`src/rtl/core/joystick_axis_qualifier_defines.svh`:
```
// assertion macros shared by the joystick axis qualifier rtl
`ifndef JOYSTICK_AXIS_QUALIFIER_DEFINES_SVH
`define JOYSTICK_AXIS_QUALIFIER_DEFINES_SVH

// same-cycle implication, sampled on clk, off while rst_n is low
`define JAQ_ASSERT_IMPL(label, ante, cons, msg) \
    label: assert property (@(posedge clk) disable iff (!rst_n) (ante) |-> (cons)) \
        else $error(msg);

// next-cycle implication, sampled on clk, off while rst_n is low
`define JAQ_ASSERT_NEXT(label, ante, cons, msg) \
    label: assert property (@(posedge clk) disable iff (!rst_n) (ante) |=> (cons)) \
        else $error(msg);

`endif

```
`src/rtl/core/jaq_pkg.sv`:
```
// types, codes and constants of the joystick axis qualifier
`timescale 1ns / 1ps

package jaq_pkg;

    // converter reading width
    localparam int SAMPLE_BITS = 12;

    localparam int CMD_W       = 2;
    localparam int MODE_W      = 2;
    localparam int STATUS_W    = 2;
    localparam int POS_W       = 8;
    localparam int MAG_W       = 7;
    localparam int TIME_W      = 32;
    localparam int INTERVAL_W  = 16;
    localparam int COUNT_W     = 8;
    localparam int CFG_INDEX_W = 3;
    localparam int CFG_DATA_W  = 16;

    // commands
    localparam logic [CMD_W-1:0] CMD_SAMPLE = 2'd0;
    localparam logic [CMD_W-1:0] CMD_TICK   = 2'd1;
    localparam logic [CMD_W-1:0] CMD_POLL   = 2'd2;

    // poll modes
    localparam logic [MODE_W-1:0] MODE_CONTINUOUS = 2'd0;
    localparam logic [MODE_W-1:0] MODE_HOLD       = 2'd1;
    localparam logic [MODE_W-1:0] MODE_AUTO       = 2'd2;
    localparam logic [MODE_W-1:0] MODE_ONE_SHOT   = 2'd3;

    // result status codes
    localparam logic [STATUS_W-1:0] STATUS_NONE     = 2'd0;
    localparam logic [STATUS_W-1:0] STATUS_VALID    = 2'd1;
    localparam logic [STATUS_W-1:0] STATUS_WITHHELD = 2'd2;

    // register indexes
    localparam logic [CFG_INDEX_W-1:0] REG_DEAD_ZONE    = 3'd0;
    localparam logic [CFG_INDEX_W-1:0] REG_PRESS        = 3'd1;
    localparam logic [CFG_INDEX_W-1:0] REG_RELEASE      = 3'd2;
    localparam logic [CFG_INDEX_W-1:0] REG_HOLD         = 3'd3;
    localparam logic [CFG_INDEX_W-1:0] REG_FIRST_REPEAT = 3'd4;
    localparam logic [CFG_INDEX_W-1:0] REG_REPEAT       = 3'd5;
    localparam logic [CFG_INDEX_W-1:0] REG_SETTLE       = 3'd6;

    // register reset values
    localparam logic [MAG_W-1:0]      DEAD_ZONE_RST    = 7'd5;
    localparam logic [MAG_W-1:0]      PRESS_RST        = 7'd15;
    localparam logic [MAG_W-1:0]      RELEASE_RST      = 7'd7;
    localparam logic [INTERVAL_W-1:0] HOLD_RST         = 16'd500;
    localparam logic [INTERVAL_W-1:0] FIRST_REPEAT_RST = 16'd1000;
    localparam logic [INTERVAL_W-1:0] REPEAT_RST       = 16'd100;
    localparam logic [COUNT_W-1:0]    SETTLE_RST       = 8'd7;

    // position arithmetic
    localparam logic [POS_W-1:0] POS_OFFSET  = 8'd127;
    localparam logic [POS_W-1:0] POS_MAX     = 8'd127;
    localparam logic [POS_W-1:0] TOP_FULL    = 8'hFF;
    localparam logic [POS_W-1:0] POS_INVALID = 8'h80;
    localparam logic [POS_W-1:0] DIR_PLUS    = 8'h01;
    localparam logic [POS_W-1:0] DIR_MINUS   = 8'hFF;

    typedef struct packed {
        logic [CMD_W-1:0]       command;
        logic [SAMPLE_BITS-1:0] adc_sample;
        logic [MODE_W-1:0]      mode;
    } item_t;

    typedef struct packed {
        logic [STATUS_W-1:0]     status;
        logic signed [POS_W-1:0] value;
    } result_t;

    typedef struct packed {
        logic    valid;
        result_t result;
    } step_out_t;

    typedef struct packed {
        logic [MAG_W-1:0]      dead_zone;
        logic [MAG_W-1:0]      press_threshold;
        logic [MAG_W-1:0]      release_threshold;
        logic [INTERVAL_W-1:0] hold_interval;
        logic [INTERVAL_W-1:0] first_repeat_delay;
        logic [INTERVAL_W-1:0] repeat_interval;
        logic [COUNT_W-1:0]    settle_count;
    } cfg_t;

endpackage

```
`src/rtl/core/jaq_ifs.sv`:
```
// valid/ready channel interfaces for input and result words
`timescale 1ns / 1ps

interface jaq_item_if;
    import jaq_pkg::*;

    logic                   valid;
    logic                   ready;
    logic [CMD_W-1:0]       command;
    logic [SAMPLE_BITS-1:0] adc_sample;
    logic [MODE_W-1:0]      mode;

    modport source (output valid, output command, output adc_sample, output mode,
                    input ready);
    modport sink   (input valid, input command, input adc_sample, input mode,
                    output ready);
endinterface

interface jaq_result_if;
    import jaq_pkg::*;

    logic                    valid;
    logic                    ready;
    logic [STATUS_W-1:0]     status;
    logic signed [POS_W-1:0] value;

    modport source (output valid, output status, output value, input ready);
    modport sink   (input valid, input status, input value, output ready);
endinterface

```
`src/rtl/core/jaq_cfg_regs.sv`:
```
// configuration register file of the joystick axis qualifier
`timescale 1ns / 1ps

module jaq_cfg_regs (
    input  logic                             clk,
    input  logic                             rst_n,
    input  logic                             cfg_we,
    input  logic [jaq_pkg::CFG_INDEX_W-1:0]  cfg_index,
    input  logic [jaq_pkg::CFG_DATA_W-1:0]   cfg_data,
    output jaq_pkg::cfg_t                    cfg
);
    import jaq_pkg::*;

    cfg_t cfg_reg;
    cfg_t cfg_next;

    // decode the write
    always_comb
    begin
        cfg_next = cfg_reg;
        if (cfg_we)
        begin
            unique case (cfg_index)
                REG_DEAD_ZONE:    cfg_next.dead_zone          = cfg_data[MAG_W-1:0];
                REG_PRESS:        cfg_next.press_threshold    = cfg_data[MAG_W-1:0];
                REG_RELEASE:      cfg_next.release_threshold  = cfg_data[MAG_W-1:0];
                REG_HOLD:         cfg_next.hold_interval      = cfg_data[INTERVAL_W-1:0];
                REG_FIRST_REPEAT: cfg_next.first_repeat_delay = cfg_data[INTERVAL_W-1:0];
                REG_REPEAT:       cfg_next.repeat_interval    = cfg_data[INTERVAL_W-1:0];
                REG_SETTLE:       cfg_next.settle_count       = cfg_data[COUNT_W-1:0];
                default:          cfg_next = cfg_reg;
            endcase
        end
    end

    // register bank
    always_ff @(posedge clk or negedge rst_n)
    begin
        if (!rst_n)
        begin
            cfg_reg.dead_zone          <= DEAD_ZONE_RST;
            cfg_reg.press_threshold    <= PRESS_RST;
            cfg_reg.release_threshold  <= RELEASE_RST;
            cfg_reg.hold_interval      <= HOLD_RST;
            cfg_reg.first_repeat_delay <= FIRST_REPEAT_RST;
            cfg_reg.repeat_interval    <= REPEAT_RST;
            cfg_reg.settle_count       <= SETTLE_RST;
        end
        else
        begin
            cfg_reg <= cfg_next;
        end
    end

    assign cfg = cfg_reg;

endmodule

```
`src/rtl/core/jaq_axis_core.sv`:
```
// axis state and single-pass qualification of one word
`timescale 1ns / 1ps
`include "joystick_axis_qualifier_defines.svh"

module jaq_axis_core (
    input  logic               clk,
    input  logic               rst_n,
    input  logic               step,
    input  jaq_pkg::item_t     item_in,
    input  jaq_pkg::cfg_t      cfg,
    output jaq_pkg::step_out_t step_out
);
    import jaq_pkg::*;

    logic signed [POS_W-1:0] settled_reg, settled_next;
    logic [COUNT_W-1:0]      diff_reg, diff_next;
    logic [TIME_W-1:0]       time_reg, time_next;
    logic [TIME_W-1:0]       mark_reg, mark_next;
    logic signed [POS_W-1:0] last_reg, last_next;
    logic                    latched_reg, latched_next;
    logic                    repeating_reg, repeating_next;

    logic [POS_W-1:0]        top_byte;
    logic [POS_W-1:0]        reading;
    logic                    neg;
    logic [MAG_W-1:0]        mag;
    logic [POS_W-1:0]        offset_val;
    logic [POS_W-1:0]        dir;
    logic [TIME_W-1:0]       elapsed;
    logic                    hold_pass;
    logic                    first_pass;
    logic                    repeat_pass;
    logic                    rep_hit;
    logic                    first_hit;
    logic                    pressed;
    logic [STATUS_W-1:0]     status;
    logic [POS_W-1:0]        val;

    // reading: top byte minus offset, full scale saturates
    assign top_byte = item_in.adc_sample[SAMPLE_BITS-1 -: POS_W];
    assign reading  = (top_byte == TOP_FULL) ? POS_MAX : POS_W'(top_byte - POS_OFFSET);

    // magnitude, direction and dead-zone offset of the settled position
    assign neg        = settled_reg[POS_W-1];
    assign mag        = neg ? MAG_W'(-settled_reg) : settled_reg[MAG_W-1:0];
    assign dir        = neg ? DIR_MINUS : DIR_PLUS;
    assign offset_val = neg ? POS_W'(settled_reg + {1'b0, cfg.dead_zone})
                            : POS_W'(settled_reg - {1'b0, cfg.dead_zone});
    assign pressed    = (mag > cfg.press_threshold);

    // interval checks against the shared mark
    assign elapsed     = time_reg - mark_reg;
    assign hold_pass   = (elapsed >= {{(TIME_W-INTERVAL_W){1'b0}}, cfg.hold_interval});
    assign first_pass  = (elapsed >= {{(TIME_W-INTERVAL_W){1'b0}}, cfg.first_repeat_delay});
    assign repeat_pass = (elapsed >= {{(TIME_W-INTERVAL_W){1'b0}}, cfg.repeat_interval});
    // after a repeat the mark is fresh, so the first-delay check needs a zero delay
    assign rep_hit     = repeating_reg && repeat_pass;
    assign first_hit   = rep_hit ? (cfg.first_repeat_delay == '0) : first_pass;

    // next state and result of the word
    always_comb
    begin
        settled_next   = settled_reg;
        diff_next      = diff_reg;
        time_next      = time_reg;
        mark_next      = mark_reg;
        last_next      = last_reg;
        latched_next   = latched_reg;
        repeating_next = repeating_reg;
        status         = STATUS_NONE;
        val            = '0;
        if (step)
        begin
            unique case (item_in.command)
                CMD_SAMPLE:
                begin
                    diff_next = (reading == settled_reg) ? '0 : COUNT_W'(diff_reg + 1'b1);
                    if (diff_next > cfg.settle_count)
                    begin
                        settled_next = reading;
                    end
                end
                CMD_TICK:
                begin
                    time_next = TIME_W'(time_reg + 1'b1);
                end
                CMD_POLL:
                begin
                    unique case (item_in.mode)
                        MODE_CONTINUOUS:
                        begin
                            if (mag > cfg.dead_zone)
                            begin
                                val    = offset_val;
                                status = STATUS_VALID;
                            end
                        end
                        MODE_HOLD:
                        begin
                            if (mag > cfg.dead_zone)
                            begin
                                if (offset_val == last_reg)
                                begin
                                    if (hold_pass)
                                    begin
                                        mark_next = time_reg;
                                        val       = last_reg;
                                        status    = STATUS_VALID;
                                    end
                                    else
                                    begin
                                        status = STATUS_WITHHELD;
                                    end
                                end
                                else
                                begin
                                    val       = offset_val;
                                    last_next = offset_val;
                                    status    = STATUS_VALID;
                                end
                            end
                        end
                        MODE_AUTO:
                        begin
                            if (pressed)
                            begin
                                if (!latched_reg)
                                begin
                                    latched_next = 1'b1;
                                    mark_next    = time_reg;
                                    status       = STATUS_VALID;
                                    val          = dir;
                                end
                                else if (rep_hit || first_hit)
                                begin
                                    mark_next = time_reg;
                                    status    = STATUS_VALID;
                                    val       = dir;
                                    if (first_hit)
                                    begin
                                        repeating_next = 1'b1;
                                    end
                                end
                            end
                            else
                            begin
                                repeating_next = 1'b0;
                                if (mag < cfg.release_threshold)
                                begin
                                    latched_next = 1'b0;
                                end
                            end
                        end
                        MODE_ONE_SHOT:
                        begin
                            if (pressed)
                            begin
                                if (!latched_reg)
                                begin
                                    latched_next = 1'b1;
                                    val          = dir;
                                    status       = STATUS_VALID;
                                end
                            end
                            else if (mag < cfg.release_threshold)
                            begin
                                latched_next = 1'b0;
                            end
                        end
                    endcase
                end
                default:
                begin
                    status = STATUS_NONE;
                end
            endcase
        end
    end

    // axis state
    always_ff @(posedge clk or negedge rst_n)
    begin
        if (!rst_n)
        begin
            settled_reg   <= '0;
            diff_reg      <= '0;
            time_reg      <= '0;
            mark_reg      <= '0;
            last_reg      <= '0;
            latched_reg   <= 1'b0;
            repeating_reg <= 1'b0;
        end
        else
        begin
            settled_reg   <= settled_next;
            diff_reg      <= diff_next;
            time_reg      <= time_next;
            mark_reg      <= mark_next;
            last_reg      <= last_next;
            latched_reg   <= latched_next;
            repeating_reg <= repeating_next;
        end
    end

    assign step_out.valid         = (status != STATUS_NONE);
    assign step_out.result.status = status;
    assign step_out.result.value  = val;

    // checks
    `JAQ_ASSERT_IMPL(a_pos_range, 1'b1, settled_reg != POS_INVALID, "settled position out of range")
    `JAQ_ASSERT_IMPL(a_poll_only, step_out.valid, step && item_in.command == CMD_POLL, "result from non-poll word")
    `JAQ_ASSERT_IMPL(a_withheld_zero, step_out.result.status == STATUS_WITHHELD, step_out.result.value == '0, "withheld value not zero")
    `JAQ_ASSERT_NEXT(a_tick_adv, step && item_in.command == CMD_TICK, time_reg == 32'($past(time_reg) + 32'd1), "tick did not advance time")

endmodule

```
`src/rtl/core/joystick_axis_qualifier.sv`:
```
// top level of the joystick axis qualifier: input stage, axis core, result register
//
//  channel  dir  handshake      payload
//  item     in   valid/ready    command, adc_sample, mode
//  result   out  valid/ready    status, value
//  cfg      in   cfg_we         cfg_index, cfg_data
//
// one word per cycle while the result register is free; a taken word is held in the input stage until processed
// a poll result is written to the result register as it is processed
// the input stage refills in the cycle a stalled result is taken (ready path from result.ready)
// rst_n clears the axis state, the valid flags and restores register defaults
`timescale 1ns / 1ps
`include "joystick_axis_qualifier_defines.svh"

module joystick_axis_qualifier (
    input  logic                            clk,
    input  logic                            rst_n,
    jaq_item_if.sink                        item,
    jaq_result_if.source                    result,
    input  logic                            cfg_we,
    input  logic [jaq_pkg::CFG_INDEX_W-1:0] cfg_index,
    input  logic [jaq_pkg::CFG_DATA_W-1:0]  cfg_data
);
    import jaq_pkg::*;

    cfg_t      cfg;
    item_t     item_reg;
    logic      item_valid_reg, item_valid_next;
    result_t   result_reg;
    logic      out_valid_reg, out_valid_next;
    step_out_t step_out;
    logic      out_free;
    logic      s1_fire;
    logic      in_accept;

    jaq_cfg_regs u_cfg (
        .clk       (clk),
        .rst_n     (rst_n),
        .cfg_we    (cfg_we),
        .cfg_index (cfg_index),
        .cfg_data  (cfg_data),
        .cfg       (cfg)
    );

    jaq_axis_core u_core (
        .clk      (clk),
        .rst_n    (rst_n),
        .step     (s1_fire),
        .item_in  (item_reg),
        .cfg      (cfg),
        .step_out (step_out)
    );

    // flow control
    assign out_free   = !out_valid_reg || result.ready;
    assign s1_fire    = item_valid_reg && out_free;
    assign item.ready = !item_valid_reg || s1_fire;
    assign in_accept  = item.valid && item.ready;

    always_comb
    begin
        item_valid_next = item_valid_reg;
        if (item.ready)
        begin
            item_valid_next = item.valid;
        end
        out_valid_next = out_valid_reg;
        if (out_free)
        begin
            out_valid_next = s1_fire && step_out.valid;
        end
    end

    // valid flags
    always_ff @(posedge clk or negedge rst_n)
    begin
        if (!rst_n)
        begin
            item_valid_reg <= 1'b0;
            out_valid_reg  <= 1'b0;
        end
        else
        begin
            item_valid_reg <= item_valid_next;
            out_valid_reg  <= out_valid_next;
        end
    end

    // payload registers
    always_ff @(posedge clk)
    begin
        if (in_accept)
        begin
            item_reg.command    <= item.command;
            item_reg.adc_sample <= item.adc_sample;
            item_reg.mode       <= item.mode;
        end
        if (s1_fire && step_out.valid)
        begin
            result_reg <= step_out.result;
        end
    end

    assign result.valid  = out_valid_reg;
    assign result.status = result_reg.status;
    assign result.value  = result_reg.value;

    // checks
    `JAQ_ASSERT_NEXT(a_result_loaded, s1_fire && step_out.valid, out_valid_reg, "result word lost")
    `JAQ_ASSERT_NEXT(a_held_word, item_valid_reg && !s1_fire, item_valid_reg, "pending word dropped")

endmodule

```
`src/flat_wrapper.sv`:
```
// flat-port wrapper written by rule: the top's interface ports become plain ports
module joystick_axis_qualifier_flat import jaq_pkg::*;
  (clk, rst_n, cfg_we, cfg_index, cfg_data, item_valid, item_command, item_adc_sample, item_mode, item_ready, result_valid, result_status, result_value, result_ready);
  jaq_item_if item_i ();
  jaq_result_if result_i ();
  input  logic clk;
  input  logic rst_n;
  input  logic cfg_we;
  input  logic [jaq_pkg::CFG_INDEX_W-1:0] cfg_index;
  input  logic [jaq_pkg::CFG_DATA_W-1:0] cfg_data;
  input wire logic [$bits(item_i.valid)-1:0] item_valid;
  input wire logic [$bits(item_i.command)-1:0] item_command;
  input wire logic [$bits(item_i.adc_sample)-1:0] item_adc_sample;
  input wire logic [$bits(item_i.mode)-1:0] item_mode;
  output wire logic [$bits(item_i.ready)-1:0] item_ready;
  output wire logic [$bits(result_i.valid)-1:0] result_valid;
  output wire logic [$bits(result_i.status)-1:0] result_status;
  output wire logic [$bits(result_i.value)-1:0] result_value;
  input wire logic [$bits(result_i.ready)-1:0] result_ready;
  assign item_i.valid = item_valid;
  assign item_i.command = item_command;
  assign item_i.adc_sample = item_adc_sample;
  assign item_i.mode = item_mode;
  assign item_ready = item_i.ready;
  assign result_valid = result_i.valid;
  assign result_status = result_i.status;
  assign result_value = result_i.value;
  assign result_i.ready = result_ready;
  joystick_axis_qualifier u_core (.clk(clk), .rst_n(rst_n), .item(item_i), .result(result_i), .cfg_we(cfg_we), .cfg_index(cfg_index), .cfg_data(cfg_data));
endmodule
```
`config.mk`:
```
export PLATFORM = sky130hd
export DESIGN_NAME = joystick_axis_qualifier_flat
export DESIGN_NICKNAME = d
export VERILOG_FILES = /design/src/rtl/core/jaq_pkg.sv /design/src/rtl/core/jaq_ifs.sv /design/src/rtl/core/jaq_cfg_regs.sv /design/src/rtl/core/jaq_axis_core.sv /design/src/rtl/core/joystick_axis_qualifier.sv /design/src/flat_wrapper.sv
export VERILOG_INCLUDE_DIRS = /design/src /design/src/rtl/core
export SDC_FILE = /design/constraint.sdc
export NUM_CORES = 1
export LEC_CHECK = 0
export BUFFER_PORTS_ARGS = -buffer_cell sky130_fd_sc_hd__buf_2
export CORE_UTILIZATION = 51
export DETAILED_ROUTE_END_ITERATION = 8
export PLACE_DENSITY_LB_ADDON = 0.08
export SLEW_MARGIN = 20
export SYNTH_ARGS = -nofsm -noshare
export SYNTH_HDL_FRONTEND = slang
export SYNTH_SLANG_ARGS = --single-unit
```
`constraint.sdc`:
```
create_clock -name clk -period 8.87 [get_ports clk]
set_clock_uncertainty 0.15 [all_clocks]
set_input_delay 1.3305 -clock clk [delete_from_list [all_inputs] [get_ports clk]]
set_output_delay 1.3305 -clock clk [all_outputs]
set_load 0.005 [all_outputs]
```
== Yosys cells after proc, flatten, opt, wreduce, memory -nomap -nowiden ==
Index checks and enable logic that the tools add are counted.

* Equality and inequality tests: 22
* Mux-type cells: 41
* Reduce and logical (&&, ||, !) cells: 32
* Magnitude comparators: 7
* Bitwise operators: 1
* Add/subtract/negate cells: 7

{| class="wikitable"
|+ Operator list
! kind !! count
|-
| 32-bit 2-to-1 mux || 6
|-
| 8-bit 2-to-1 mux || 13
|-
| 32-bit by 16-bit >= comparator with 1-bit output || 3
|-
| 32-bit case mux with 2 select lines || 1
|-
| 32-bit by 1-bit adder with 32-bit output, second input constant || 1
|-
| 8-bit case mux with 4 select lines || 1
|-
| 32-bit subtractor || 1
|-
| 2-bit AND reduction || 10
|-
| 8-bit == test || 2
|-
| 16-bit zero test || 1
|-
| 7-bit greater-than comparator || 2
|-
| 1-bit 2-to-1 mux || 13
|-
| 2-bit inequality test, second input constant || 6
|-
| 2-bit 2-to-1 mux || 5
|-
| 3-bit == test, second input constant || 3
|-
| 8-bit by 1-bit adder with 8-bit output, second input constant || 1
|-
| 8-bit by 7-bit adder with 8-bit output || 1
|-
| 8-bit == test, second input constant || 1
|-
| 8-bit greater-than comparator || 1
|-
| 2-bit case mux with 4 select lines || 1
|-
| 8-bit AND reduction || 1
|-
| 8-bit by 7-bit subtractor with 8-bit output || 1
|-
| 8-bit by 7-bit subtractor with 8-bit output, second input constant || 1
|-
| 7-bit less-than comparator || 1
|-
| other kinds (20) || 33
|}

* Logic and storage cells: 131
* Bits of input ports: 40
* Output and inout bits: 12
* Register bits after elaboration: 195

== Logic depth before layout (Yosys ltp) ==
Gate-level depths: netlist of the first run.

* Depth after elaboration: 13
* Mapped depth: 20
* Depth with buffers taken out: 19

== Cells and area by module ==
A second synthesis of the first run with hierarchy kept.

* Cells, all modules: 1247
* Area total of the unflattened synthesis: 12983.7 um^2

{| class="wikitable"
|+ By module, submodules not included
! module !! cells an instance !! area each (um^2) !! instances !! sequential area each (um^2)
|-
| jaq_axis_core || 1040 || 9052.4 || 1 || 2252.2
|-
| jaq_cfg_regs || 171 || 3039.2 || 1 || 1960.6
|-
| joystick_axis_qualifier || 36 || 892.1 || 1 || 830.8
|}

== Worst setup path before layout of the first run ==
No wires, ideal clock.

* Path type: register -> register
* Start point: register u_core.u_core.time_reg[0]
* End point: register u_core.u_core.mark_reg[10]
* Setup slack: 4.568 ns
* Library setup time: 0.125 ns
* Clock period less this slack: 4.302 ns
* Stages on the path, launching flop included: 19
* Buffers on the path: 1
* Arrival time: 4.027 ns
* Cell sequence: dfrtp_1 inv_1 ha_1 fa_1 nand2b_1 a21o_1 a2111oi_0 nor2_1 xnor2_1 ha_1 nand4_1 nor2_1 o21ai_0 o221ai_1 nor2_1 a22o_1 a41oi_4 buf_6 mux2_4

* Cells in the longest elaborated chain, start to end: 7
* Elaborated cells on any way between the ends: 10

{| class="wikitable"
|+ Ends and longest elaborated chain
! what !! line !! RTL
|-
| start, declared || jaq_axis_core.sv:17 || <nowiki>logic [TIME_W-1:0] time_reg, time_next;</nowiki>
|-
| start signal, assigned || jaq_axis_core.sv:197 || <nowiki>time_reg <= time_next;</nowiki>
|-
| 32-bit subtractor * || jaq_axis_core.sv:52 || <nowiki>assign elapsed = time_reg - mark_reg;</nowiki>
|-
| 32-bit by 16-bit >= comparator with 1-bit output || jaq_axis_core.sv:55 || <nowiki>assign repeat_pass = (elapsed >= {{(TIME_W-INTERVAL_W){1'b0}}, cfg.repeat_interval});</nowiki>
|-
| 1-bit logical AND || jaq_axis_core.sv:57 || <nowiki>assign rep_hit = repeating_reg && repeat_pass;</nowiki>
|-
| 1-bit 2-to-1 mux || jaq_axis_core.sv:58 || <nowiki>assign first_hit = rep_hit ? (cfg.first_repeat_delay == '0) : first_pass;</nowiki>
|-
| 1-bit logical OR || jaq_axis_core.sv:134 || <nowiki>else if (rep_hit || first_hit)</nowiki>
|-
| 3-bit inequality test (no line) || - ||
|-
| 8-bit AND reduction (no line) * || - ||
|-
| end signal, assigned || jaq_axis_core.sv:198 || <nowiki>mark_reg <= mark_next;</nowiki>
|-
| end, declared || jaq_axis_core.sv:18 || <nowiki>logic [TIME_W-1:0] mark_reg, mark_next;</nowiki>
|}

Every way passes the cells marked *; elsewhere a longest branch is shown, timed or not.
A chain may end at the register's enable or synchronous reset.

== Final worst setup path of the first run ==
* Start point: register u_core.u_core.time_reg[0]
* End point: register u_core.result_reg, in the netlist u_core.result.value[0], enable pin

* Cells in the longest elaborated chain, start to end: 13
* Elaborated cells on any way between the ends: 18

{| class="wikitable"
|+ Ends and longest elaborated chain
! what !! line !! RTL
|-
| 32-bit subtractor * || jaq_axis_core.sv:52 ||
|-
| 32-bit by 16-bit >= comparator with 1-bit output || jaq_axis_core.sv:55 ||
|-
| 1-bit logical AND || jaq_axis_core.sv:57 ||
|-
| 1-bit 2-to-1 mux || jaq_axis_core.sv:58 ||
|-
| 1-bit logical OR || jaq_axis_core.sv:134 ||
|-
| 1-bit 2-to-1 mux || jaq_axis_core.sv:134 ||
|-
| 1-bit 2-to-1 mux || jaq_axis_core.sv:127 || <nowiki>if (!latched_reg)</nowiki>
|-
| 1-bit 2-to-1 mux || jaq_axis_core.sv:125 || <nowiki>if (pressed)</nowiki>
|-
| 2-bit case mux with 4 select lines * || jaq_axis_core.sv:89 || <nowiki>unique case (item_in.mode)</nowiki>
|-
| 2-bit 2-to-1 mux * || jaq_axis_core.sv:74 || <nowiki>unique case (item_in.command)</nowiki>
|-
| 2-bit 2-to-1 mux * || jaq_axis_core.sv:72 || <nowiki>if (step)</nowiki>
|-
| 2-bit nonzero test * || jaq_axis_core.sv:205 || <nowiki>assign step_out.valid = (status != STATUS_NONE);</nowiki>
|-
| 1-bit logical AND * || joystick_axis_qualifier.sv:98 || <nowiki>if (s1_fire && step_out.valid)</nowiki>
|-
| end signal, assigned || joystick_axis_qualifier.sv:100 || <nowiki>result_reg <= step_out.result;</nowiki>
|-
| end, declared || joystick_axis_qualifier.sv:29 || <nowiki>result_t result_reg;</nowiki>
|}

Marked as above.

==> reports/results.txt, run 1 <==
row count: 56
P_int: 2.50 mW
asr flop ratio synth: 88.5%
Setup crit start kind: flip-flop
WP data arrival: 5.75 ns
initial antenna violation count: 0
post-synthesis sequential area ratio: 39.8%
RD Place Congestion: 0.821
Clock Power Share: 18.3%
Total Routing Usage GR: 23.2%
DRT Wirelength: 26900 um
DIE HEIGHT: 158 um
fmax: 171 MHz
total global routing overflow: 0
switching fraction of total power: 42.1%
syn_area_per_cell: 10.0 um^2
VDD IR max: 0.191 mV
Num CTS Buffers: 17
post-synthesis compound-gate area fraction: 14.1%
Util after Layout: 57.4%
ratio of final minimum period to clock period: 66.1%
XOR/XNOR Fraction of Synth Area: 6.86%
Layout Nets: 1438
Post-CTS Setup Repair Bufs: 0
P per Cell Area: 319 nW/um^2
critical path type: reg -> reg
final worst slack: 3.01 ns
Max Cap Viol: 0
Net Sw Power: 1.82 mW
antenna-violating nets left: 0
commonest non-fill, non-tap cells in the layout: dfrtp_1 (142), inv_1 (121), ha_1 (119)
global-route wire length before repair: 45000 um
CTS tree: built
flip-flop count of the largest register after layout: 77
post-layout min period: 5.86 ns
share of cells above drive strength 1: 17.7%
die area: 24900 um^2
Initial Utilization: 52.4%
main combinational cell family by area after synthesis: compound AO/OA/AOI/OAI gates
part of the power in registers: 27.5%
core area: 23600 um^2
status: completed
Clock Latency Late Sink: 0.45 ns
post-synthesis adder-cell area fraction: 12.4%
area growth from synthesis to layout: 9.56%
number of synthesized register bits: 191
clock slew at reported path FFs: 0.08 ns
EDFF count, synth: 22
top_reg_cell synth: dfrtp_1
# DRC: 0
vias in the first global route: 8810
I/O Buffers: 47
Max clock buf depth: 2
# H-tree levels: 4
Die X: 158 um
n_diodes: 0
Final Max Slew Viols: 0
CTS root buf: clkbuf_16
number of filler cells placed in the layout: 2149
Post-Syn Area: 12400 um^2
simple-gate share of the synthesized area: 13.0%
setup TNS: 0 ns
mux cell area share after synthesis: 8.82%
Slew @ Worst Pin: 0.939 ns
Req. time, crit path: 8.76 ns
pre-CTS setup slack: 3.03 ns
Cells after Synth: 1235
Distinct cells, synth: 84
First-pass DRT Iterations: 7
crit path max fanout: 11
leading cell type in the layout, fill and taps excluded: dfrtp_1
DR vias: 8856
Hold Crit Class: reg -> reg
post_cts resized: 0
combinational share of power: 54.2%
final setup fails: 0
slew margin rel.: 37.4%
vias per std cell: 5.50
IO Count: 52
DP Wirelength: 19700 um
largest net degree at the start of global routing: 72
Syn Nets: 1396
DRT iter0 DRCs: 514
RSZ-0062 raised after global routing: no
Synth Warn #: 0
Lkg Pwr: 6.30 nW
Post-CTS Hold Fix Bufs: 0
clock sink count: 191
Routed WL per cell: 16.7 um
CP endpoint kind: flip-flop
r2r setup slk: 3.01 ns
final-report hold violation count: 0
## metrics by stage
step	hold WS [ns]	total power, mW	area, um^2	cells
2_1_floorplan	0.318	2.96	12400	1235
3_3_place_gp	0.333	3.48	12900	1575
3_5_place_dp	0.343	3.53	12900	1575
4_1_cts	0.360	4.36	13500	1607
5_1_grt	0.370	4.72	13600	1609
6_report	0.357	4.33	13600	1609
## final cells by class
type	instances	area (um^2)	share of cell area, %
clock buffers	19	464	3.42
clock inverters	13	138	1.02
inverters	121	454	3.35
multi-input cells	887	6840	50.4
flip-flops and latches	191	4920	36.3
well taps	319	399	2.94
repair buffers	59	339	2.50
## worst paths after layout
path	from	endpoint	depth (start not counted)
worst max-delay path	u_core.u_core.time_reg[0]$_DFFE_PN0P_	u_core.result.value[0]$_SDFFCE_PN0P_	17
worst min-delay path	u_core.u_cfg.cfg[9]$_DFFE_PN0P_	u_core.u_cfg.cfg[9]$_DFFE_PN0P_	1
worst max register to register	u_core.u_core.time_reg[0]$_DFFE_PN0P_	u_core.result.value[0]$_SDFFCE_PN0P_	17
worst min register to register	u_core.u_cfg.cfg[9]$_DFFE_PN0P_	u_core.u_cfg.cfg[9]$_DFFE_PN0P_	1
max in group asynchronous	rst_n	u_core.u_core.mark_reg[13]$_DFFE_PN0P_	3
min in group asynchronous	rst_n	u_core.u_core.diff_reg[6]$_DFFE_PN0P_	1
## cell usage after synthesis, types with 14 or more instances
| cell | number | share of area, % |
|---|---|---|
| dfrtp_1 | 142 | 29 |
| inv_1 | 121 | 3.7 |
| ha_1 | 119 | 12 |
| nand2_1 | 103 | 3.1 |
| o21ai_0 | 77 | 3.1 |
| nor2_1 | 65 | 2.0 |
| xnor2_1 | 60 | 4.2 |
| mux2_2 | 56 | 5.1 |
| a21oi_1 | 52 | 2.1 |
| xor2_1 | 35 | 2.5 |
| nand4_1 | 31 | 1.6 |
| mux2_4 | 28 | 3.4 |
| dfstp_2 | 27 | 5.7 |
| a21o_1 | 25 | 1.5 |
| clkbuf_1 | 25 | 0.76 |
| edfxtp_1 | 22 | 5.3 |
| nand3_1 | 21 | 0.85 |
| nor3_1 | 17 | 0.69 |
| nor2b_1 | 15 | 0.76 |
| nand2b_1 | 14 | 0.71 |
| o21a_1 | 14 | 0.85 |
## logic make-up after synthesis
| logic type | count (synthesis) |
|---|---|
| AND/OR/NAND/NOR | 322 |
| adder cells (fa/ha/maj) | 121 |
| AO/OA/AOI/OAI | 260 |
| buffers and inverters | 157 |
| XOR/XNOR | 96 |
| flip-flops | 191 |
| multiplexers | 88 |
## critical path, stage by stage (launching register included)
cell and delay, ns:
dfrtp_1 0.39, inv_1 0.08, ha_1 0.24, fa_1 0.40, nand2b_1 0.18, a21o_1 0.20
a211oi_2 0.30, nand2b_1 0.21, xor2_1 0.37, ha_1 0.33, nand4_1 0.14, a211oi_1 0.06
a2111oi_0 0.56, nor3_1 0.16, nor2_1 0.21, nand2_1 0.10, o31ai_2 0.79, nand2_1 0.56
## per-layer routing
metal	up-vias	global-route usage [%]	share of wire, %
li1	4459	-	-
met1	4251	30.8	48
met2	119	39.0	47
met3	27	3.61	2.8
met4	0	6.93	1.7
met5	-	0	0
## power groups by stage
stage	sequential, mW	clock, mW	combinational (mW)
floorplan	1.16	0	1.79
global placement	1.20	0	2.28
detailed placement	1.20	0	2.33
CTS	1.19	0.808	2.37
global route	1.21	0.842	2.66
finish	1.19	0.792	2.35
Note: power is estimated with default switching activity, not from simulation.
==> inputs of run 2 (changes only) <==
--- a/config.mk
+++ b/config.mk
@@ -6,6 +6,7 @@
 export SDC_FILE = /design/constraint.sdc
 export NUM_CORES = 1
 export LEC_CHECK = 0
+export ABC_AREA = 1
 export BUFFER_PORTS_ARGS = -buffer_cell sky130_fd_sc_hd__buf_2
 export CORE_UTILIZATION = 51
 export DETAILED_ROUTE_END_ITERATION = 8
==> constraint.sdc (replaced) <==
create_clock -name clk -period 6 [get_ports clk]
set_clock_uncertainty 0.15 [all_clocks]
set_input_delay 0.9 -clock clk [delete_from_list [all_inputs] [get_ports clk]]
set_output_delay 0.9 -clock clk [all_outputs]
set_load 0.005 [all_outputs]
==> run 2 against run 1 <==
  * Power is 61% higher
  * Fmax is 26% higher
  * Global-route usage grew 1.4 points
  * Clock power rose by 43%
  * Critical path type unchanged
==> reports/results.txt, run 2 <==
status: completed
switching fraction of total power: 48.1%
Final Max Slew Viols: 0
Initial Utilization: 51.8%
Hold Crit Class: reg -> reg
Setup crit start kind: flip-flop
reg2reg start: u_core.u_core.time_reg[0]$_DFFE_PN0P_
antenna-violating nets left: 0
# DRC: 0
hold path cells: 2
post-synthesis sequential area ratio: 36.7%
global-route wire length before repair: 52100 um
Post-CTS Setup Repair Bufs: 0
Req. time, crit path: 5.95 ns
Syn Nets: 2037
slew margin rel.: 27.6%
Layout Nets: 2082
P per Cell Area: 478 nW/um^2
Routed WL per cell: 13.9 um
DRT Wirelength: 31500 um
First-pass DRT Iterations: 5
total global routing overflow: 0
I/O Buffers: 47
DIE HEIGHT: 164 um
Max clock buf depth: 2
combinational share of power: 58.3%
Synth top area share: 26.5%
core area: 25900 um^2
DR vias: 11518
ratio of final minimum period to clock period: 77.7%
most frequent cells after synthesis: nand2_1 (585), inv_1 (364), dfrtp_1 (142)
Setup crit start: u_core.u_core.time_reg[0]$_DFFE_PN0P_
final-report hold violation count: 0
Clock Power Share: 16.3%
leading cell type in the layout, fill and taps excluded: nand2_1
# H-tree levels: 4
share of cells above drive strength 1: 7.19%
Post-Syn Area: 13400 um^2
part of the power in registers: 25.4%
critical path type: reg -> reg
vias in the first global route: 10522
top_reg_cell synth: dfrtp_1
clock slew at reported path FFs: 0.08 ns
Util after Layout: 56.3%
largest net degree at the start of global routing: 87
setup TNS: 0 ns
post-layout min period: 4.66 ns
WP data arrival: 4.61 ns
final worst slack: 1.34 ns
post_cts resized: 0
die area: 27000 um^2
Lkg Pwr: 8.03 nW
Synth Warn #: 0
initial antenna violation count: 0
clock sink count: 191
DP Wirelength: 24200 um
fmax: 215 MHz
area growth from synthesis to layout: 8.61%
DRT iter0 DRCs: 710
VDD IR max: 0.281 mV
top-count cell post-synth: nand2_1
placed insts: 2237
Cells after Synth: 1876
CTS root buf: clkbuf_16
Net Sw Power: 3.35 mW
Max Cap Viol: 0
syn_area_per_cell: 7.16 um^2
Num CTS Buffers: 17
row count: 59
CTS tree: built
Total Routing Usage GR: 24.6%
Die X: 164 um
non-filler cells, final: 2269
final setup fails: 0
IO Count: 52
Slew @ Worst Pin: 1.08 ns
Clock Latency Late Sink: 0.45 ns
CP endpoint kind: flip-flop
crit path max fanout: 10
R2R cell count: 20
RSZ-0062 raised after global routing: no
commonest non-fill, non-tap cells in the layout: nand2_1 (585), inv_1 (364), dfrtp_1 (142)
Post-CTS Hold Fix Bufs: 0
EDFF count, synth: 22
P_int: 3.62 mW
flip-flop count of the largest register after layout: 77
n_diodes: 0
Distinct cells, synth: 47
Yosys top cell by area: dfrtp_1
ranking of synthesized cells by area: dfrtp_1 (26%), nand2_1 (16%), ha_1 (11%), inv_1 (10%), dfstp_2 (5.3%)
number of synthesized register bits: 191
vias per std cell: 5.08
hold wc startpoint: u_core.u_core.mark_reg[2]$_DFFE_PN0P_
RD Place Congestion: 0.936
asr flop ratio synth: 88.5%
pre-CTS setup slack: 1.42 ns
==> run 2: area by class of cell <==
type | instances | area (um^2)
sequential | 191 | 4920
clock buffer | 18 | 429
fill | 2545 | 11300
timing repair buffer | 53 | 287
tap | 335 | 419
clock inverter | 14 | 148
multi-input combinational | 1289 | 7000
inverter | 369 | 1390
==> run 2: stage by stage <==
stage          hold slack (ns)  cell area (um^2)  power (mW)
2_1_floorplan            0.292             13400        4.84
3_3_place_gp             0.304             14000        5.74
3_5_place_dp             0.308             14000        5.84
4_1_cts                  0.326             14600        7.01
5_1_grt                  0.343             14600        7.76
6_report                 0.321             14600        6.97
==> run 2: layer usage <==
metal	global-route usage, %	wire length (um)
met1	35.6	15800
met2	38.7	14000
met3	3.11	1300
met4	6.23	451
met5	0	0
==> run 2: worst paths after layout <==
check	end	slack [ns]
max	u_core.result.status[0]$_DFFE_PP_	1.34
max in group asynchronous	u_core.u_core.time_reg[17]$_DFFE_PN0P_	4.05
min reg2reg	u_core.u_core.mark_reg[2]$_DFFE_PN0P_	0.32
min	u_core.u_core.mark_reg[2]$_DFFE_PN0P_	0.32
min in group asynchronous	u_core.u_core.settled_reg[6]$_DFFE_PN0P_	0.35
max reg2reg	u_core.result.status[0]$_DFFE_PP_	1.34
==> run 2: critical path, cell delays in order, from the launching register on <==
cell	delay, ns
dfrtp_1	0.37
inv_1	0.09
ha_1	0.23
fa_1	0.41
inv_1	0.13
nand2_1	0.07
nand3_1	0.12
xor2_1	0.45
ha_1	0.34
nand2_1	0.06
nor2_1	0.04
a211oi_1	0.32
a21oi_1	0.11
o21ai_0	0.20
nand2_1	0.15
nor2_1	0.15
nand2_1	0.22
a21oi_1	0.20
nand3_1	0.09
nand3_1	0.12
nand2_1	0.29
==> run 2: power groups by stage <==
| stage | logic [mW] | clock network [mW] | registers (mW) |
|---|---|---|---|
| after CTS | 4.08 | 1.16 | 1.77 |
| after floorplan | 3.10 | 0 | 1.74 |
| after global routing | 4.74 | 1.21 | 1.81 |
| after global placement | 3.95 | 0 | 1.79 |
| final | 4.07 | 1.13 | 1.77 |
| after detailed placement | 4.05 | 0 | 1.79 |
==> run 2: cells by family after synthesis <==
group           share of synthesized area (%)
compound gates                           7.90
fa+ha+maj                                11.4
flops                                    36.7
mux                                    0.0838
buf+inv                                  11.3
simple gates                             28.0
xor+xnor                                 4.69
==> inputs of run 3 (changes only) <==
==> constraint.sdc (replaced) <==
create_clock -name clk -period 3.8 [get_ports clk]
set_clock_uncertainty 0.15 [all_clocks]
set_input_delay 0.57 -clock clk [delete_from_list [all_inputs] [get_ports clk]]
set_output_delay 0.57 -clock clk [all_outputs]
set_load 0.005 [all_outputs]
==> run 3 against run 2 <==
  * Routed wire length increased by 8.8%
  * Combinational power increased by 110%
  * Utilization increased by 7.2 points
  * Fmax increased by 25%
  * Register-to-register slack got worse by 1.3 ns
  * Largest cell class unchanged
  * Non-clock buffer count increased by 118
  * Sequential power increased by 58%
==> reports/results.txt, run 3 (synthesized netlist as in run 2, its figures left out) <==
status: completed
commonest non-fill, non-tap cells in the layout: nand2_1 (560), inv_1 (351), dfrtp_1 (140)
design area: 16400 um^2
metal3 WL: 1330 um
DP Wirelength: 25000 um
P_int: 7.11 mW
Clock Latency Late Sink: 0.45 ns
Max Cap Viol: 0
core area: 25900 um^2
switching fraction of total power: 46.0%
# H-tree levels: 4
final total power: 13.2 mW
ratio of final minimum period to clock period: 98.4%
critical path type: reg -> reg
DP Area: 14800 um^2
Layout Nets: 2200
setup TNS: 0 ns
row count: 59
initial antenna violation count: 0
vias in the first global route: 10982
fmax: 268 MHz
Setup crit start kind: flip-flop
Slew @ Worst Pin: 1.01 ns
Clock Power Share: 14.0%
# DRC: 0
I/O Buffers: 47
Routed WL per cell: 14.4 um
IO Count: 52
Req. time, crit path: 4.03 ns
vias per std cell: 5.05
antenna-violating nets left: 0
final setup fails: 0
CTS root buf: clkbuf_16
global-route wire length before repair: 54100 um
RD Place Congestion: 0.907
crit path max fanout: 7
n_diodes: 0
DRT Wirelength: 34300 um
P per Cell Area: 802 nW/um^2
Num CTS Buffers: 17
R2R cell count: 21
CTS tree: built
final-report hold violation count: 0
Total Routing Usage GR: 25.4%
RSZ-0062 raised after global routing: yes
combinational share of power: 64.8%
Hold Slack: 0.139 ns
WP data arrival: 3.96 ns
VDD IR max: 0.582 mV
post-layout min period: 3.74 ns
Initial Utilization: 51.8%
met2 WL: 15500 um
slew margin rel.: 32.8%
share of cells above drive strength 1: 19.2%
Top Layer Used: met4
Die X: 164 um
DRT iter0 DRCs: 822
CP endpoint kind: flip-flop
clock sink count: 191
total global routing overflow: 0
Lkg Pwr: 8.77 nW
die area: 27000 um^2
Net Sw Power: 6.07 mW
leading cell type in the layout, fill and taps excluded: nand2_1
hold path cells: 1
met1 WL: 17100 um
flip-flop count of the largest register after layout: 77
DIE HEIGHT: 164 um
largest net degree at the start of global routing: 62
area growth from synthesis to layout: 22.4%
part of the power in registers: 21.2%
First-pass DRT Iterations: 6
Hold Crit Class: in -> reg
Final Max Slew Viols: 0
clock slew at reported path FFs: 0.09 ns
Max clock buf depth: 2
DR vias: 12050
-- run 3: cell count changes in the layout (fill, tap and decap cells not counted), sizes merged --
cell / before / now
buf: 53 / 166
clkbuf: 18 / 22
clkinv: 6 / 4
clkinvlp: 1 / 2
dlygate4sd3: 0 / 1
inv: 376 / 377
-- run 3: path summary, 6_finish.rpt --
| kind | from | to | slack, ns |
|---|---|---|---|
| max | u_core.u_cfg.cfg[70]$_DFFE_PN1P_ | u_core.u_core.mark_reg[16]$_DFFE_PN0P_ | 0.06 |
| min | item_adc_sample[7] | u_core.item_reg[9]$_DFFE_PP_ | 0.14 |
| max reg2reg | u_core.u_cfg.cfg[70]$_DFFE_PN1P_ | u_core.u_core.mark_reg[16]$_DFFE_PN0P_ | 0.06 |
| min in group asynchronous | rst_n | u_core.u_core.settled_reg[6]$_DFFE_PN0P_ | 0.51 |
| min reg2reg | u_core.u_core.mark_reg[5]$_DFFE_PN0P_ | u_core.u_core.mark_reg[5]$_DFFE_PN0P_ | 0.33 |
| max in group asynchronous | rst_n | u_core.u_cfg.cfg[46]$_DFFE_PN1P_ | 2.14 |
-- run 3: power groups by stage --
stage / clock [mW] / combinational [mW] / sequential (mW)
2_1_floorplan: 0 / 4.90 / 2.74
3_3_place_gp: 0 / 7.22 / 2.79
3_5_place_dp: 0 / 7.43 / 2.80
4_1_cts: 1.89 / 7.63 / 2.76
5_1_grt: 1.97 / 9.68 / 2.85
6_report: 1.85 / 8.55 / 2.79
-- run 3: layer usage --
layer / vias to the layer above / global-route usage [%]
met5: - / 0
met4: 0 / 5.01
met3: 37 / 4.32
met2: 224 / 40.0
met1: 5585 / 36.7
li1: 6204 / -
-- run 3: through the flow --
stage	worst slack (ns)	cells	utilization, %
finish	0.0618	2387	63.5
detailed placement	-0.175	2338	57.3
CTS	0.00794	2372	60.0
floorplan	0.0620	1876	-
global route	-0.162	2387	63.5
global placement	-0.148	2338	57.3
-- run 3: worst max-delay path: stages (launching register included) --
cell	delay, ns
dfstp_2	0.55
inv_2	0.05
ha_4	0.25
inv_1	0.04
o21ai_2	0.14
inv_1	0.07
fa_2	0.38
o21ai_4	0.20
nand2_1	0.07
nand2_1	0.06
nand2_1	0.06
nand2_2	0.08
xor2_2	0.16
xor2_1	0.17
nand3_1	0.15
nor2_4	0.16
a21oi_2	0.09
a211oi_4	0.32
buf_6	0.22
clkbuf_16	0.18
nand3_2	0.06
nand2_1	0.08
-- run 3: layout make-up --
type / count / area, um^2
repair buffers: 171 / 1340
clock buffers: 18 / 439
clock inverters: 14 / 159
well taps: 335 / 419
multi-input cells: 1289 / 7770
fillers: 2353 / 9460
inverters: 369 / 1390
flip-flops and latches: 191 / 4930
-- run 3: repair_timing --
action                     4_1_cts  5_1_grt
setup endpoints to repair       54       68
hold buffers                     1        0
pin swaps                        7       73
gates resized for setup         20      144
cloned                           0        6
hold endpoints to repair        41        0
buffers inserted                 1       11
